## src/hdl/wse_pkg.sv

```systemverilog
package wse_pkg;

   localparam int FILTER_LEN = 10;
   localparam int PTR_W      = (FILTER_LEN > 1) ? $clog2(FILTER_LEN) : 1;
   localparam int SPEED_W    = 16;
   localparam int SUM_W      = SPEED_W + ((FILTER_LEN > 1) ? $clog2(FILTER_LEN) : 1);
   localparam int TIME_W     = 32;
   localparam int TICK_W     = 20;
   localparam int PROD_W     = 30;
   localparam int CSR_IDX_W  = 2;
   localparam int CSR_DATA_W = 32;

   // sum / FILTER_LEN == (sum * AVG_RECIP) >> AVG_SHIFT for every sum below 2^SUM_W
   localparam int AVG_SHIFT  = SUM_W + PTR_W;
   localparam int AVG_PROD_W = SUM_W + AVG_SHIFT + 1;
   localparam logic [AVG_SHIFT:0] AVG_RECIP =
      (AVG_SHIFT+1)'(((64'd1 << AVG_SHIFT) + 64'(FILTER_LEN) - 64'd1) / 64'(FILTER_LEN));

   localparam logic [SPEED_W-1:0] SPEED_MAX = '1;
   localparam logic [9:0]         UM_PER_MM = 10'd1000;

   localparam logic [TICK_W-1:0]  TICK_DISTANCE_RESET = 20'd24300;
   localparam logic [SPEED_W-1:0] SPIKE_MARGIN_RESET  = 16'd1000;
   localparam logic [TIME_W-1:0]  TIMEOUT_RESET       = 32'd50000;

   localparam logic [CSR_IDX_W-1:0] CSR_TICK_DISTANCE = 2'd0;
   localparam logic [CSR_IDX_W-1:0] CSR_SPIKE_MARGIN  = 2'd1;
   localparam logic [CSR_IDX_W-1:0] CSR_TIMEOUT       = 2'd2;

   localparam logic OP_EDGE  = 1'b0;
   localparam logic OP_CHECK = 1'b1;

   typedef struct packed {
      logic              op;
      logic [TIME_W-1:0] time_us;
   } req_type;

   typedef struct packed {
      logic [SPEED_W-1:0] speed_mm_s;
      logic               speed_updated;
   } rsp_type;

endpackage

```

## src/hdl/wheel_speed_estimator_core.sv

```systemverilog
// Wheel speed estimator. Each item is an encoder edge or a timeout check with a
// microsecond timestamp, and each gives exactly one result: the stored speed in
// mm/s and a flag that says whether the item changed it. An edge that follows an
// earlier edge first passes a saturation check, then one restoring divider, one
// quotient bit per cycle, runs 16 steps for the sample (tick distance * 1000 /
// interval), then the ring update, the average (sum / FILTER_LEN by a constant
// reciprocal multiply), the spike compare and the output load follow in turn. A
// sample that saturates at 65535 is detected before the divide and skips it. A
// first edge or a check goes straight to the output load. The input is not ready
// while an item is in work and is ready again once the output register is loaded;
// a finished result sits in an output register, so the next item can be taken
// while it waits, and that item holds in its last cycle until the register frees
// up. Configuration writes take effect at once; the user must make them only in
// idle periods, as the block itself does not enforce this.
module wheel_speed_estimator_core import wse_pkg::*; (
   input  logic                  clock,
   input  logic                  reset,
   input  logic                  req_valid,
   output logic                  req_ready,
   input  req_type               req_payload,
   output logic                  rsp_valid,
   input  logic                  rsp_ready,
   output rsp_type               rsp_payload,
   input  logic                  csr_we,
   input  logic [CSR_IDX_W-1:0]  csr_index,
   input  logic [CSR_DATA_W-1:0] csr_wdata
);

   typedef enum logic [2:0] {
      ST_IDLE,
      ST_SAT_CHECK,
      ST_DIV_SPEED,
      ST_RING,
      ST_AVG,
      ST_AVG_CMP,
      ST_FINISH
   } state_type;

   state_type state_ff;

   logic [TICK_W-1:0]  tick_ff;
   logic [SPEED_W-1:0] margin_ff;
   logic [TIME_W-1:0]  timeout_ff;

   logic [SPEED_W-1:0] ring_ff [FILTER_LEN];
   logic [PTR_W-1:0]   ptr_ff;
   logic [SUM_W-1:0]   sum_ff;
   logic [TIME_W-1:0]  prev_ff;
   logic               have_prev_ff;
   logic [SPEED_W-1:0] speed_ff;

   logic [PROD_W-1:0]  product_ff;
   logic [TIME_W-1:0]  divisor_ff;
   logic [TIME_W-1:0]  rem_ff;
   logic [SPEED_W-1:0] quo_ff;
   logic [3:0]         step_ff;
   logic [SPEED_W-1:0] sample_ff;
   logic [SPEED_W-1:0] new_speed_ff;
   logic               rsp_valid_ff;
   rsp_type            rsp_ff;

   // divider step
   logic [TIME_W:0]    trial_in;
   logic               ge_in;
   logic [TIME_W-1:0]  rem_in;
   logic [SPEED_W-1:0] quo_in;

   logic               accept_in;
   logic [TIME_W-1:0]  elapsed_in;
   logic [PROD_W-1:0]  product_in;
   logic [SUM_W-1:0]   sum_in;
   logic [AVG_PROD_W-1:0] avg_prod_in;
   logic [SPEED_W:0]   limit_in;
   logic               out_free_in;

   always_comb begin
      trial_in  = {rem_ff, quo_ff[SPEED_W-1]};
      ge_in     = trial_in >= {1'b0, divisor_ff};
      rem_in    = ge_in ? TIME_W'(trial_in - {1'b0, divisor_ff}) : trial_in[TIME_W-1:0];
      quo_in    = {quo_ff[SPEED_W-2:0], ge_in};
   end

   assign accept_in   = req_valid && req_ready;
   assign elapsed_in  = req_payload.time_us - prev_ff;
   assign product_in  = PROD_W'(tick_ff) * PROD_W'(UM_PER_MM);
   assign sum_in      = sum_ff - SUM_W'(ring_ff[ptr_ff]) + SUM_W'(sample_ff);
   assign avg_prod_in = AVG_PROD_W'(sum_ff) * AVG_PROD_W'(AVG_RECIP);
   assign limit_in    = {1'b0, speed_ff} + {1'b0, margin_ff};
   assign out_free_in = !rsp_valid_ff || rsp_ready;

   assign req_ready   = (state_ff == ST_IDLE);
   assign rsp_valid   = rsp_valid_ff;
   assign rsp_payload = rsp_ff;

   always_ff @(posedge clock) begin
      if (reset) begin
         state_ff     <= ST_IDLE;
         tick_ff      <= TICK_DISTANCE_RESET;
         margin_ff    <= SPIKE_MARGIN_RESET;
         timeout_ff   <= TIMEOUT_RESET;
         for (int i = 0; i < FILTER_LEN; i++) begin
            ring_ff[i] <= '0;
         end
         ptr_ff       <= '0;
         sum_ff       <= '0;
         prev_ff      <= '0;
         have_prev_ff <= 1'b0;
         speed_ff     <= '0;
         rsp_valid_ff <= 1'b0;
      end else begin
         if (csr_we) begin
            unique case (csr_index)
               CSR_TICK_DISTANCE: tick_ff    <= csr_wdata[TICK_W-1:0];
               CSR_SPIKE_MARGIN:  margin_ff  <= csr_wdata[SPEED_W-1:0];
               CSR_TIMEOUT:       timeout_ff <= csr_wdata[TIME_W-1:0];
               default: ;
            endcase
         end

         // a finishing item reloads the output register in the same cycle
         if (rsp_valid_ff && rsp_ready && state_ff != ST_FINISH) begin
            rsp_valid_ff <= 1'b0;
         end

         unique case (state_ff)
            ST_IDLE: begin
               if (accept_in) begin
                  if (req_payload.op == OP_EDGE) begin
                     prev_ff      <= req_payload.time_us;
                     have_prev_ff <= 1'b1;
                     new_speed_ff <= speed_ff;
                     divisor_ff   <= elapsed_in;
                     product_ff   <= product_in;
                     state_ff     <= have_prev_ff ? ST_SAT_CHECK : ST_FINISH;
                  end else begin
                     new_speed_ff <= (!have_prev_ff || elapsed_in > timeout_ff) ?
                                     '0 : speed_ff;
                     state_ff     <= ST_FINISH;
                  end
               end
            end
            ST_SAT_CHECK: begin
               // quotient fits 16 bits only if the high part is below the divisor;
               // a zero interval always saturates here
               if (TIME_W'(product_ff >> SPEED_W) >= divisor_ff) begin
                  sample_ff <= SPEED_MAX;
                  state_ff  <= ST_RING;
               end else begin
                  rem_ff   <= TIME_W'(product_ff >> SPEED_W);
                  quo_ff   <= product_ff[SPEED_W-1:0];
                  step_ff  <= '0;
                  state_ff <= ST_DIV_SPEED;
               end
            end
            ST_DIV_SPEED: begin
               rem_ff  <= rem_in;
               quo_ff  <= quo_in;
               step_ff <= step_ff + 4'd1;
               if (step_ff == 4'(SPEED_W - 1)) begin
                  sample_ff <= quo_in;
                  state_ff  <= ST_RING;
               end
            end
            ST_RING: begin
               ring_ff[ptr_ff] <= sample_ff;
               sum_ff          <= sum_in;
               ptr_ff          <= (ptr_ff == PTR_W'(FILTER_LEN - 1)) ? '0 : ptr_ff + PTR_W'(1);
               state_ff        <= ST_AVG;
            end
            ST_AVG: begin
               // the average of 16-bit samples always fits 16 bits
               quo_ff   <= avg_prod_in[AVG_SHIFT +: SPEED_W];
               state_ff <= ST_AVG_CMP;
            end
            ST_AVG_CMP: begin
               // spike rejection: take the average only below speed + margin
               new_speed_ff <= ({1'b0, quo_ff} < limit_in) ? quo_ff : speed_ff;
               state_ff     <= ST_FINISH;
            end
            ST_FINISH: begin
               if (out_free_in) begin
                  rsp_valid_ff         <= 1'b1;
                  rsp_ff.speed_mm_s    <= new_speed_ff;
                  rsp_ff.speed_updated <= (new_speed_ff != speed_ff);
                  speed_ff             <= new_speed_ff;
                  state_ff             <= ST_IDLE;
               end
            end
            default: state_ff <= ST_IDLE;
         endcase
      end
   end

endmodule

```

## config.mk

```make
export PLATFORM = sky130hd
export DESIGN_NAME = wheel_speed_estimator_core
export DESIGN_NICKNAME = d
export VERILOG_FILES = /design/src/hdl/wse_pkg.sv /design/src/hdl/wheel_speed_estimator_core.sv
export SDC_FILE = /design/constraint.sdc
export NUM_CORES = 2
export LEC_CHECK = 0
export ABC_AREA = 0
export BUFFER_PORTS_ARGS = -buffer_cell sky130_fd_sc_hd__buf_4
export CORE_MARGIN = 2
export CORE_UTILIZATION = 54
export CTS_BUF_LIST = sky130_fd_sc_hd__clkbuf_8
export DETAILED_ROUTE_END_ITERATION = 6
export PLACE_DENSITY = 0.77
export SETUP_SLACK_MARGIN = 0.3
export SYNTH_ARGS = -nofsm -noshare
export SYNTH_HDL_FRONTEND = slang
export SYNTH_SLANG_ARGS = --single-unit
```

## constraint.sdc

```tcl
create_clock -name clock -period 12.9 [get_ports clock]
set_clock_uncertainty 0.1 [all_clocks]
set_input_delay 2.58 -clock clock [delete_from_list [all_inputs] [get_ports clock]]
set_output_delay 2.58 -clock clock [all_outputs]
set_load 0.02 [all_outputs]
```

==> results_dict.tcl <==
set metrics [dict create \
    outcome "finished, final reports clean" \
    nNetsFinal 4352 \
    vias 26500 \
    synthCells 3538 \
    clock.fmax_mhz 139 \
    r2r_cells 23 \
    ys.warnings.count 0 \
    cp.required_ns 13.34 \
    fin_cells 4660 \
    worstSetupPathType "primary input to flop" \
    worst_skew_pair.late_latency_ns 0.70 \
    drc 0 \
    dieWidth_um 271 \
    yosys_register_bits 565 \
    p_total_w 0.00687 \
    crit_path_max_incr_delay_ns 0.83 \
    wl_um 89300 \
    gr-total-overflow 0 \
    numCtsBuffers 93 \
    cp_num_cells 22 \
    holdPathEnd "timeout_ff[24]" \
    hold_path.class "flop to flop" \
    synthMostInstantiatedCell "ha_1" \
    core_mm2 0.0703 \
    cts_tree "done" \
    slew_viol_final 0 \
    place_inst 4487 \
    rsz0062_at_grt "false" \
    cts_resized 0 \
    postCtsSetupRepairBufs 0 \
    fin_crit_ns 7.19 \
    synthTopCellsByCount "420 x ha_1, 416 x edfxtp_1, 409 x inv_1, 386 x nand2_1, 273 x nor2_1" \
    synth-seq-area-share_pct 40.2 \
    leakage_nw 18.3 \
    async_flop_share_pct 0 \
    cp_top_family "compound AO/OA/AOI/OAI gates" \
    synth_top_area_cell "edfxtp_1" \
    clkTransAtPathRegs_ns 0.06 \
    routedWlPerCell_um 19.2 \
    place_area_mm2 0.0402 \
    cp_slowest_cell "a41oi_2" \
    ant_nets 0 \
    pwr_density_cell_mw_per_mm2 164 \
    hold_depth 2 \
    min_from "timeout_ff[24]" \
    crit_buf_inv 3 \
    hold_buffers 0 \
    fin_tns_setup_ns 0 \
    firstDrtPassIters 5 \
    grt_max_degree 79 \
    cap_violations 0 \
    syn2layout_area_growth_pct 9.16 \
    ctsRootBufferMaster "clkbuf_8" \
    synth_top_area_share_pct 32.5 \
    synth_flop_cell "edfxtp_1" \
    relSlewSlack_pct 24.8 \
    final_cell_area_mm2 0.0420 \
    drt-initial-drc-count 1950 \
    ir_drop_v 0.0000969 \
    syn_area_per_cell_um2 10.9 \
    drive_gt1_share_pct 9.98 \
    grt_use_total_pct 24.8 \
    worst_pin_slew_ns 1.12 \
    die_area_mm2 0.0734 \
    routed_via_density 5.69 \
    startpoint_type "primary input" \
    gp_congestion 0.915 \
    syn_nets 4248 \
    yosys-top-cells-area "edfxtp_1 32%, ha_1 14%, fa_1 11%, dfxtp_1 7.8%, mux4_2 4.7%" \
    yosys.cell_types.count 83 \
    crit_chain "buf_4 > inv_1 > ha_1 > inv_1 > fa_1 > a211o_1 > a21oi_1 > o31ai_1 > a31oi_1 > o211ai_1 > a21o_1 > o311ai_2 > a21oi_1 > a211oi_2 > xnor2_1 > ha_1 > nor2b_1 > o21ai_0 > o211ai_1 > a221o_1 > a41oi_2 > a22o_1" \
    portBuffers 90 \
    cts_buffer_depth 3 \
    htree_levels 3 \
    cp_max_fo 16 \
    place_hpwl_um 67300 \
    start_util_pct 54.7 \
    cts.sinks 565 \
    fin_crit_sh_pct 55.7 \
    die_h_um 271 \
    synth_area_mm2 0.0385 \
    synth-edff-count 416 \
    row_count 97 \
    cp.arrival_ns 7.62 \
    r2r_setup_slack_ns 5.76 \
    worst_slack_ns 5.71 \
    hold_viol 0 \
    r2r_end "quo_ff[13]" \
    setup_viol 0 \
    antenna_found_initial 1 \
    cp-end-kind "flop" \
    rr_startpoint "sum_ff[17]" \
    dp_slack_ns 5.11 \
    first_global_vias 27100 \
    grt_pass1_wl_um 144000 \
    io_pins 91 \
]
worst max path at each step:
stage / startpoint / endpoint / slack (ns)
after global placement: req_payload[0] / new_speed_ff[4] / 5.20
after floorplan: reset / rem_ff[0] / 5.82
after detailed placement: req_payload[0] / new_speed_ff[6] / 5.11
final: req_payload[0] / new_speed_ff[10] / 5.71
after CTS: sum_ff[17] / quo_ff[13] / 5.76
after global routing: req_payload[0] / new_speed_ff[3] / 5.33
worst register-to-register path: cells and delay by family (launching register included):
| kind | cells | cell delay [ns] |
|---|---|---|
| simple gates | 1 | 0.18 |
| buf+inv | 6 | 0.60 |
| fa+ha+maj | 8 | 3.38 |
| compound gates | 8 | 2.20 |
| flops | 1 | 0.43 |
power by group:
group	internal [W]	leakage, nW	switching (W)	total, W
combinational	0.00122	12.0	0.00168	0.00290
sequential	0.00223	5.30	0.000195	0.00242
clock	0.000809	1.08	0.000738	0.00155
total	0.00426	18.3	0.00261	0.00687
logic make-up (layout without fill, tap and decap cells):
family	count (synthesis)	in the layout	share of synthesized area [%]
AND/OR/NAND/NOR	947	947	11.1
adder cells (fa/ha/maj)	638	638	25.0
AO/OA/AOI/OAI	628	628	10.3
flip-flops	565	565	40.2
buffers and inverters	528	709	5.22
XOR/XNOR	149	149	3.39
multiplexers	83	83	4.76
other	0	1	0
cell usage in the layout (no fill, tap or decap), types with 17 or more instances in the layout:
cell / n
nor2b_1: 22
o21ai_0: 88
xor2_1: 64
a21o_1: 71
o21a_1: 18
nand3_1: 42
dfxtp_1: 147
nor2_1: 271
nand4_1: 25
a22o_1: 17
a31oi_1: 27
buf_4: 127
clkbuf_8: 98
nand3b_1: 24
nor3_1: 25
inv_1: 449
nand2b_1: 50
and3_1: 21
ha_1: 420
xnor2_1: 85
nor4_1: 18
edfxtp_1: 416
a21oi_1: 271
fa_1: 218
mux4_2: 80
nand2_1: 386
a211oi_1: 25
area by class of cell:
cell class                      instances  area, um^2
Multi-Input combinational cell       2445       21000
Tap cell                              940        1180
Clock inverter                         74         464
Clock buffer                           98        1350
Sequential cell                       565       15500
Antenna cell                            1        2.50
Inverter                              409        1540
Fill cell                            5614       28300
Timing Repair Buffer                  128         965
sequential cells by signal, indices dropped and copies added (netlist names), 4 cells and up, named ones only:
| register | count |
|---|---|
| rsp_payload | 17 |
| margin_ff | 16 |
| sum_ff | 20 |
| step_ff | 4 |
| ring_ff | 256 |
| prev_ff | 32 |
| divisor_ff | 32 |
| new_speed_ff | 16 |
| speed_ff | 16 |
| tick_ff | 20 |
| sample_ff | 16 |
| ptr_ff | 4 |
| product_ff | 27 |
| rem_ff | 32 |
| timeout_ff | 32 |
| quo_ff | 16 |
metrics by stage:
step / hold slack (ns) / util (%)
after floorplan: 0.336 / -
after global placement: 0.343 / 57.2
after detailed placement: 0.348 / 57.2
after CTS: 0.355 / 59.8
after global routing: 0.370 / 59.8
final: 0.354 / 59.8
metal layers:
metal / routed length [um] / share of wire (%) / GRT usage (%) / up-vias
met5: 0 / 0 / 0 / -
met4: 2600 / 2.9 / 8.55 / 0
met3: 5000 / 5.6 / 3.09 / 152
met2: 43800 / 49 / 42.1 / 736
met1: 37800 / 42 / 32.9 / 13000
li1: - / - / - / 12600
Note: power is estimated with default switching activity, not from simulation.
